### src/hdl/b64c_pkg.sv
// Shared types, register codes and character tables of the Base64 codec.
// No dependencies; every other file of the block uses this package.
package b64c_pkg;

    localparam int unsigned JobSlots = 4;

    localparam logic [7:0] CHAR_PAD     = 8'h3D;
    localparam logic [7:0] CHAR_NEWLINE = 8'h0A;

    typedef struct packed {
        logic [7:0] in_byte;
        logic       in_last;
    } item_t;

    typedef struct packed {
        logic [7:0] out_byte;
        logic       out_valid;
        logic       out_end;
        logic       out_error;
    } result_t;

    typedef enum logic [1:0] {
        REG_DECODE_MODE    = 2'd0,
        REG_IGNORE_INVALID = 2'd1,
        REG_LINE_LENGTH    = 2'd2
    } cfg_reg_t;

    typedef struct packed {
        logic decode_mode;
        logic ignore_invalid;
    } front_cfg_t;

    // One accepted item, ready for output: up to four characters or bytes
    typedef struct packed {
        logic [JobSlots-1:0][7:0] data;
        logic [2:0]               count;
        logic                     text;
        logic                     err;
        logic                     last;
    } job_t;

    function automatic logic [7:0] sextet_char(input logic [5:0] v);
        logic [7:0] w;
        w = {2'b00, v};
        if (v < 6'd26)
            return 8'h41 + w;
        else if (v < 6'd52)
            return 8'h61 + (w - 8'd26);
        else if (v < 6'd62)
            return 8'h30 + (w - 8'd52);
        else if (v == 6'd62)
            return 8'h2B;
        else
            return 8'h2F;
    endfunction

    // Returns {valid, sextet}
    function automatic logic [6:0] char_sextet(input logic [7:0] c);
        if (c >= 8'h41 && c <= 8'h5A)
            return {1'b1, 6'(c - 8'h41)};
        else if (c >= 8'h61 && c <= 8'h7A)
            return {1'b1, 6'(c - 8'h61 + 8'd26)};
        else if (c >= 8'h30 && c <= 8'h39)
            return {1'b1, 6'(c - 8'h30 + 8'd52)};
        else if (c == 8'h2B)
            return {1'b1, 6'd62};
        else if (c == 8'h2F)
            return {1'b1, 6'd63};
        else
            return 7'd0;
    endfunction

endpackage

### src/hdl/b64c_front.sv
// Front end of the Base64 codec: accepts items, keeps the group state and
// turns each item into a job for the queue. Depends on b64c_pkg.
module b64c_front (
    input  logic                clk,
    input  logic                rst_n,
    input  b64c_pkg::front_cfg_t cfg,
    input  logic                item_valid,
    output logic                item_stall,
    input  b64c_pkg::item_t     item,
    output logic                job_valid,
    input  logic                job_full,
    output b64c_pkg::job_t      job
);

    logic [23:0] group_bits_reg;
    logic [23:0] group_bits_next;
    logic [1:0]  group_count_reg;
    logic [1:0]  group_count_next;
    logic        stopped_reg;
    logic        stopped_next;

    logic        accept;
    logic [2:0]  cnt;
    logic [23:0] enc_shift;
    logic [6:0]  dec_sx;
    logic [23:0] dec_shift;
    b64c_pkg::job_t job_c;

    function automatic b64c_pkg::job_t add_flush(input b64c_pkg::job_t j,
                                                 input logic [1:0] gc,
                                                 input logic [23:0] gb);
        b64c_pkg::job_t r;
        r = j;
        if (gc == 2'd2) begin
            r.data[0] = gb[11:4];
            r.count   = 3'd1;
        end else if (gc == 2'd3) begin
            r.data[0] = gb[17:10];
            r.data[1] = gb[9:2];
            r.count   = 3'd2;
        end
        return r;
    endfunction

    assign accept     = item_valid && !job_full;
    assign item_stall = job_full;
    assign cnt        = {1'b0, group_count_reg} + 3'd1;
    assign enc_shift  = {group_bits_reg[15:0], item.in_byte};
    assign dec_sx     = b64c_pkg::char_sextet(item.in_byte);
    assign dec_shift  = {group_bits_reg[17:0], dec_sx[5:0]};

    always_comb
    begin
        group_bits_next  = group_bits_reg;
        group_count_next = group_count_reg;
        stopped_next     = stopped_reg;
        job_c            = '0;
        job_c.last       = item.in_last;
        job_c.text       = !cfg.decode_mode;
        if (!cfg.decode_mode) begin
            if (group_count_reg >= 2'd2) begin
                job_c.data[0]    = b64c_pkg::sextet_char(enc_shift[23:18]);
                job_c.data[1]    = b64c_pkg::sextet_char(enc_shift[17:12]);
                job_c.data[2]    = b64c_pkg::sextet_char(enc_shift[11:6]);
                job_c.data[3]    = b64c_pkg::sextet_char(enc_shift[5:0]);
                job_c.count      = 3'd4;
                group_bits_next  = '0;
                group_count_next = '0;
            end else begin
                group_bits_next  = enc_shift;
                group_count_next = cnt[1:0];
                if (item.in_last) begin
                    job_c.count = 3'd4;
                    if (group_count_reg == 2'd0) begin
                        job_c.data[0] = b64c_pkg::sextet_char(enc_shift[7:2]);
                        job_c.data[1] = b64c_pkg::sextet_char({enc_shift[1:0], 4'b0000});
                        job_c.data[2] = b64c_pkg::CHAR_PAD;
                        job_c.data[3] = b64c_pkg::CHAR_PAD;
                    end else begin
                        job_c.data[0] = b64c_pkg::sextet_char(enc_shift[15:10]);
                        job_c.data[1] = b64c_pkg::sextet_char(enc_shift[9:4]);
                        job_c.data[2] = b64c_pkg::sextet_char({enc_shift[3:0], 2'b00});
                        job_c.data[3] = b64c_pkg::CHAR_PAD;
                    end
                end
            end
        end else if (!stopped_reg) begin
            if (item.in_byte == b64c_pkg::CHAR_PAD) begin
                job_c            = add_flush(job_c, group_count_reg, group_bits_reg);
                group_bits_next  = '0;
                group_count_next = '0;
                stopped_next     = 1'b1;
            end else if (!dec_sx[6]) begin
                if (!cfg.ignore_invalid) begin
                    job_c.err        = 1'b1;
                    group_bits_next  = '0;
                    group_count_next = '0;
                    stopped_next     = 1'b1;
                end else if (item.in_last) begin
                    job_c = add_flush(job_c, group_count_reg, group_bits_reg);
                end
            end else if (group_count_reg == 2'd3) begin
                job_c.data[0]    = dec_shift[23:16];
                job_c.data[1]    = dec_shift[15:8];
                job_c.data[2]    = dec_shift[7:0];
                job_c.count      = 3'd3;
                group_bits_next  = '0;
                group_count_next = '0;
            end else begin
                group_bits_next  = dec_shift;
                group_count_next = cnt[1:0];
                if (item.in_last)
                    job_c = add_flush(job_c, cnt[1:0], dec_shift);
            end
        end
        if (item.in_last) begin
            group_bits_next  = '0;
            group_count_next = '0;
            stopped_next     = 1'b0;
        end
    end

    assign job       = job_c;
    assign job_valid = item_valid && (job_c.count != 3'd0 || job_c.err || job_c.last);

    always_ff @(posedge clk or negedge rst_n)
    begin
        if (!rst_n) begin
            group_bits_reg  <= '0;
            group_count_reg <= '0;
            stopped_reg     <= 1'b0;
        end else if (accept) begin
            group_bits_reg  <= group_bits_next;
            group_count_reg <= group_count_next;
            stopped_reg     <= stopped_next;
        end
    end

endmodule

### src/hdl/b64c_queue.sv
// Two-entry job queue between the front and back ends of the codec.
// Depends on b64c_pkg for the job type.
module b64c_queue (
    input  logic           clk,
    input  logic           rst_n,
    input  logic           push,
    input  b64c_pkg::job_t push_job,
    output logic           full,
    output logic           pop_valid,
    input  logic           pop,
    output b64c_pkg::job_t pop_job
);

    b64c_pkg::job_t slot_reg [2];
    logic           wr_ptr_reg;
    logic           rd_ptr_reg;
    logic [1:0]     count_reg;
    logic [1:0]     count_next;
    logic           do_push;
    logic           do_pop;

    assign full      = count_reg == 2'd2;
    assign pop_valid = count_reg != 2'd0;
    assign pop_job   = slot_reg[rd_ptr_reg];
    assign do_push   = push && !full;
    assign do_pop    = pop && pop_valid;

    always_comb
    begin
        count_next = count_reg;
        if (do_push && !do_pop)
            count_next = count_reg + 2'd1;
        else if (do_pop && !do_push)
            count_next = count_reg - 2'd1;
    end

    always_ff @(posedge clk)
    begin
        if (do_push)
            slot_reg[wr_ptr_reg] <= push_job;
    end

    always_ff @(posedge clk or negedge rst_n)
    begin
        if (!rst_n) begin
            wr_ptr_reg <= 1'b0;
            rd_ptr_reg <= 1'b0;
            count_reg  <= '0;
        end else begin
            count_reg <= count_next;
            if (do_push)
                wr_ptr_reg <= !wr_ptr_reg;
            if (do_pop)
                rd_ptr_reg <= !rd_ptr_reg;
        end
    end

endmodule

### src/hdl/b64c_back.sv
// Back end of the codec: walks each job one result per cycle while not stalled, inserts line
// breaks and marks stream ends into the output register. Depends on b64c_pkg.
module b64c_back (
    input  logic             clk,
    input  logic             rst_n,
    input  logic [15:0]      line_length,
    input  logic             job_valid,
    input  b64c_pkg::job_t   job,
    output logic             job_pop,
    output logic             result_valid,
    input  logic             result_stall,
    output b64c_pkg::result_t result
);

    logic              out_valid_reg;
    b64c_pkg::result_t out_reg;
    b64c_pkg::result_t out_next;
    logic [1:0]        idx_reg;
    logic [1:0]        idx_next;
    logic [15:0]       line_count_reg;
    logic [15:0]       line_count_next;
    logic              first_char_done_reg;
    logic              first_char_done_next;
    logic              advance;
    logic              take;
    logic              done;
    logic              final_slot;

    assign advance    = !out_valid_reg || !result_stall;
    assign take       = advance && job_valid;
    assign final_slot = {1'b0, idx_reg} == job.count - 3'd1;

    always_comb
    begin
        out_next             = '0;
        idx_next             = idx_reg;
        line_count_next      = line_count_reg;
        first_char_done_next = first_char_done_reg;
        done                 = 1'b0;
        if (job.err) begin
            out_next.out_error = 1'b1;
            out_next.out_end   = job.last;
            done               = 1'b1;
        end else if (job.count == 3'd0) begin
            out_next.out_end = 1'b1;
            done             = 1'b1;
        end else if (job.text && line_length != '0 && first_char_done_reg
                     && line_count_reg >= line_length) begin
            out_next.out_byte  = b64c_pkg::CHAR_NEWLINE;
            out_next.out_valid = 1'b1;
            line_count_next    = '0;
        end else begin
            out_next.out_byte  = job.data[idx_reg];
            out_next.out_valid = 1'b1;
            out_next.out_end   = job.last && final_slot;
            done               = final_slot;
            idx_next           = final_slot ? 2'd0 : idx_reg + 2'd1;
            if (job.text) begin
                first_char_done_next = 1'b1;
                if (line_count_reg != 16'hFFFF)
                    line_count_next = line_count_reg + 16'd1;
            end
        end
        if (done && job.last) begin
            line_count_next      = '0;
            first_char_done_next = 1'b0;
        end
    end

    assign job_pop      = take && done;
    assign result_valid = out_valid_reg;
    assign result       = out_reg;

    always_ff @(posedge clk or negedge rst_n)
    begin
        if (!rst_n) begin
            out_valid_reg       <= 1'b0;
            idx_reg             <= '0;
            line_count_reg      <= '0;
            first_char_done_reg <= 1'b0;
        end else if (advance) begin
            out_valid_reg <= job_valid;
            if (job_valid) begin
                idx_reg             <= idx_next;
                line_count_reg      <= line_count_next;
                first_char_done_reg <= first_char_done_next;
            end
        end
    end

    always_ff @(posedge clk)
    begin
        if (take)
            out_reg <= out_next;
    end

endmodule

### src/hdl/base64_codec_unit.sv
// Top level of the streaming Base64 codec: configuration registers, front
// end, job queue and back end. Depends on b64c_pkg and the b64c_* modules.
// An accepted item goes through the job queue and the output register
// before its first result shows. Items enter the two-entry job queue one per
// cycle while it is not full; results leave one per cycle unless stalled.
// Reset (rst_n low, asynchronous) clears registers, group state and queue.
module base64_codec_unit (
    input  logic              clk,
    input  logic              rst_n,
    input  logic              cfg_valid,
    output logic              cfg_ready,
    input  logic [1:0]        cfg_index,
    input  logic [15:0]       cfg_data,
    input  logic              item_valid,
    output logic              item_stall,
    input  b64c_pkg::item_t   item,
    output logic              result_valid,
    input  logic              result_stall,
    output b64c_pkg::result_t result
);

    logic                 decode_mode_reg;
    logic                 ignore_invalid_reg;
    logic [15:0]          line_length_reg;
    b64c_pkg::front_cfg_t front_cfg;
    logic                 push;
    logic                 full;
    logic                 pop_valid;
    logic                 pop;
    b64c_pkg::job_t       push_job;
    b64c_pkg::job_t       pop_job;

    assign cfg_ready                = 1'b1;
    assign front_cfg.decode_mode    = decode_mode_reg;
    assign front_cfg.ignore_invalid = ignore_invalid_reg;

    always_ff @(posedge clk or negedge rst_n)
    begin
        if (!rst_n) begin
            decode_mode_reg    <= 1'b0;
            ignore_invalid_reg <= 1'b0;
            line_length_reg    <= '0;
        end else if (cfg_valid && cfg_ready) begin
            case (b64c_pkg::cfg_reg_t'(cfg_index))
                b64c_pkg::REG_DECODE_MODE:    decode_mode_reg    <= cfg_data[0];
                b64c_pkg::REG_IGNORE_INVALID: ignore_invalid_reg <= cfg_data[0];
                b64c_pkg::REG_LINE_LENGTH:    line_length_reg    <= cfg_data;
                default:                      ;
            endcase
        end
    end

    b64c_front u_front (
        .clk        (clk),
        .rst_n      (rst_n),
        .cfg        (front_cfg),
        .item_valid (item_valid),
        .item_stall (item_stall),
        .item       (item),
        .job_valid  (push),
        .job_full   (full),
        .job        (push_job)
    );

    b64c_queue u_queue (
        .clk       (clk),
        .rst_n     (rst_n),
        .push      (push),
        .push_job  (push_job),
        .full      (full),
        .pop_valid (pop_valid),
        .pop       (pop),
        .pop_job   (pop_job)
    );

    b64c_back u_back (
        .clk          (clk),
        .rst_n        (rst_n),
        .line_length  (line_length_reg),
        .job_valid    (pop_valid),
        .job          (pop_job),
        .job_pop      (pop),
        .result_valid (result_valid),
        .result_stall (result_stall),
        .result       (result)
    );

endmodule

### config.mk
export PLATFORM = sky130hd
export DESIGN_NAME = base64_codec_unit
export DESIGN_NICKNAME = d
export VERILOG_FILES = /design/src/hdl/b64c_pkg.sv /design/src/hdl/b64c_front.sv /design/src/hdl/b64c_queue.sv /design/src/hdl/b64c_back.sv /design/src/hdl/base64_codec_unit.sv
export SDC_FILE = /design/constraint.sdc
export NUM_CORES = 1
export LEC_CHECK = 0
export ABC_CLOCK_PERIOD_IN_PS = 7100
export BUFFER_PORTS_ARGS = -buffer_cell sky130_fd_sc_hd__buf_2
export CORE_MARGIN = 4
export CORE_UTILIZATION = 25
export DETAILED_ROUTE_END_ITERATION = 10
export GPL_TIMING_DRIVEN = 0
export PLACE_DENSITY = 0.37
export SLEW_MARGIN = 20
export SYNTH_ARGS = -nofsm -noshare
export SYNTH_HDL_FRONTEND = slang
export SYNTH_HIERARCHICAL = 1
export SYNTH_SLANG_ARGS = --single-unit
export TNS_END_PERCENT = 100
### constraint.sdc
create_clock -name clk -period 7.1 [get_ports clk]
set_input_delay 1.065 -clock clk [delete_from_list [all_inputs] [get_ports clk]]
set_output_delay 1.065 -clock clk [all_outputs]
set_load 0.005 [all_outputs]
==> reports/qor.csv <==
stage;metric;value;unit
finish;Non-Filler Instances;2155;
yosys;area leader, netlist;edfxtp_1;
die;row count;83;
worst_setup_path;CP max FO;25;
worst_setup_path;crit-path cells;buf_2 > buf_6 > clkbuf_1 > inv_1 > ha_1 > buf_2 > nor2b_1 > nand4b_1 > nand2_1 > buf_4 > o41ai_1 > buf_2 > a2bb2oi_1 > a2bb2oi_1 > o31ai_1 > and3_2 > buf_12;
worst_setup_path;Critical Path End Type;flip-flop;
routing;post-route antenna net violation count;0;
clocking;setup bufs post-CTS;0;
timing;Fmax achieved;186.3;MHz
timing;RSZ-0062 raised after global routing;no;
clocking;Num CTS Buffers;17;
yosys;Cells after Synth;1395;
routing;DR WL/cell;21.83;um
placement;dpl hpwl;35.89;mm
yosys;Yosys cell types;97;
die;core area;51200;sq um
clocking;number of buffers inserted by hold repair at cts;0;
worst_setup_path;Worst path max stage delay;0.53;ns
finish;fin area;14710;sq um
clocking;CTS clk-pin slew, worst paths;0.07;ns
worst_setup_path;Crit path arrival time;5.51;ns
power_and_ir_drop;P_leak;5.656;nW
global_route;antenna violations before repair;1;
die;Total Die Area;55400;sq um
clocking;Bufs on Longest Clock Path;2;
timing;Final Cycle Share;75.61;%
job;# Max-Cap Violations;0;
finish;layout net count;1598;
status;status;completed;
yosys;number of synthesized flops with an enable pin;87;
yosys;register area share after synthesis;32.41;%
placement;worst slack, placed;1.274;ns
timing;Setup-failing EPs final;0;
worst_setup_path;CP Class;primary input to flip-flop;
timing;fin crit period;5.368;ns
yosys;Post-Syn Nets;1531;
placement;Placement Cell Area;14110;sq um
timing;worst-margin pin slew;1.077;ns
power_and_ir_drop;Pwr per Cell Area;322.9;nW/um^2
yosys;ys flop type;edfxtp_1;
timing;final worst slack;1.732;ns
placement;number of buffers added on ports;44;
yosys;Mean Syn Cell Area;9.265;sq um
yosys;most numerous cell in the Yosys netlist;nand2_1;
global_route;total grt overflow;0;
clocking;# clock sinks;150;
timing;skew final;0.01783;ns
timing;Final Hold Violating Endpoints;0;
routing;DRT iter0 DRCs;941;
finish;fraction of layout instances using a drive strength above 1;15.25;%
die;Die H;235.4;um
clocking;clk_lat worst skew;0.45;ns
timing;Final Max Slew Viols;0;
hold_path;worst hold path class;flip-flop to flip-flop;
timing;Rel. slew slack;27.95;%
finish;register area;4189;sq um
worst_setup_path;Crit path buffers/inverters;8;
routing;router iterations before antenna repair;5;
routing;Routed WL;47.05;mm
worst_setup_path;CP required;7.25;ns
finish;post-layout util;28.72;%
yosys;ys async rst share;42.00;%
worst_setup_path;critical path's slowest cell;clkbuf_1;
global_route;vias in the first global route;10772;
yosys;top cells by instance count after synthesis;nand2_1 (144), ha_1 (104), a21oi_1 (89), edfxtp_1 (87), nor2_1 (80);
worst_setup_path;most frequent CP cell;buf_2;
routing;DRC Markers;0;
placement;Cells after DPL;2123;
finish;area of the multi-input gates;8029;sq um
global_route;GRT Overall Usage;16.55;%
worst_setup_path;Critical Path Source Type;primary input;
die;I/O pins;46;
clocking;CTS tree;done;
yosys;Yosys reg bits;150;
clocking;H-tree levels;4;
yosys;top area cells in the synthesized netlist;edfxtp_1 (20%), dfrtp_1 (12%), ha_1 (10%);
worst_setup_path;crit-path leading delay family;buffers and inverters;
global_route;largest net degree at the start of global routing;42;
power_and_ir_drop;Max VDD drop;0.1611;mV
die;starting density of the core;25.24;%
routing;vias per inst;5.162;
yosys;Synth top area share;20.21;%
yosys;post-synthesis instance area;12920;sq um
yosys;synth warn;6;
clocking;Root Driver;clkbuf_16;
placement;placer congestion estimate;0.8515;
global_route;first-pass GRT wire length;70.73;mm
finish;number of flip-flops in the largest register;76;
clocking;post-cts sizing count;0;
die;Die W;235.4;um
finish;fill cell count;5414;
routing;Vias;11125;
finish;ant diodes;0;
finish;area delta synth->final;13.78;%
path summary, 6_finish.rpt:
kind / from / end / slack [ns] / cells past startpoint
setup / recovery: item[8] / u_queue/slot_reg[1][32] / 1.73 / 17
hold / removal: u_queue/count_reg[1] / u_queue/count_reg[1] / 0.49 / 1
setup reg to reg: u_front/group_bits_reg[0] / u_queue/slot_reg[1][27] / 3.07 / 10
hold reg to reg: u_queue/count_reg[1] / u_queue/count_reg[1] / 0.49 / 1
max in group asynchronous: rst_n / u_front/group_bits_reg[0] / 6.01 / 2
min in group asynchronous: rst_n / u_back/line_count_reg[0] / 0.53 / 1
stage by stage:
step	power (mW)	setup TNS (ns)	hold WS (ns)
final	4.748	0	0.4937
after global routing	5.073	0	0.5139
after CTS	4.785	0	0.5024
after detailed placement	3.797	0	0.4928
after global placement	3.779	-39.76	0.4759
after floorplan	2.976	0	0.4559
kinds of logic (layout without fill, tap and decap cells):
family | after synthesis | after routing | synth area share, %
simple gates | 424 | 424 | 16.27
compound gates | 374 | 374 | 19.85
buf+inv | 153 | 233 | 5.576
flops | 150 | 150 | 32.41
fa+ha+maj | 104 | 104 | 10.07
mux | 97 | 97 | 9.555
xor+xnor | 92 | 92 | 6.234
other cells | 1 | 1 | 0.02901
power by group:
part	total [mW]	switching, mW	internal (mW)
logic	2.43	1.50	0.932
registers	1.36	0.151	1.21
clock network	0.961	0.455	0.506
total	4.75	2.10	2.64
metal layers:
metal | track usage, % | vias up | part of all wire (%)
met5 | 0 | - | 0
met4 | 4.182 | 0 | 1.7
met3 | 2.355 | 39 | 4.5
met2 | 26.06 | 312 | 45
met1 | 23.93 | 5463 | 49
li1 | - | 5311 | -
area by class of cell:
class / count / share of cell area [%]
multi-input cells: 1092 / 54.60
flip-flops and latches: 150 / 28.49
well taps: 680 / 5.786
plain buffers: 91 / 3.318
clock buffers: 17 / 2.893
repair buffers: 48 / 2.161
inverters: 62 / 1.583
clock inverters: 15 / 1.174
layout by cell type (no fill, tap or decap), drive strengths merged, types with 28 or more instances in the layout:
cell    instances
xor2           33
nor3           28
dfrtp          63
mux2           68
nand2         146
nor2           82
buf            84
o21ai          68
inv            69
xnor2          59
nand3          37
edfxtp         87
ha            104
a21oi          91
clkbuf         72
Power figures use the tool's default switching activity.
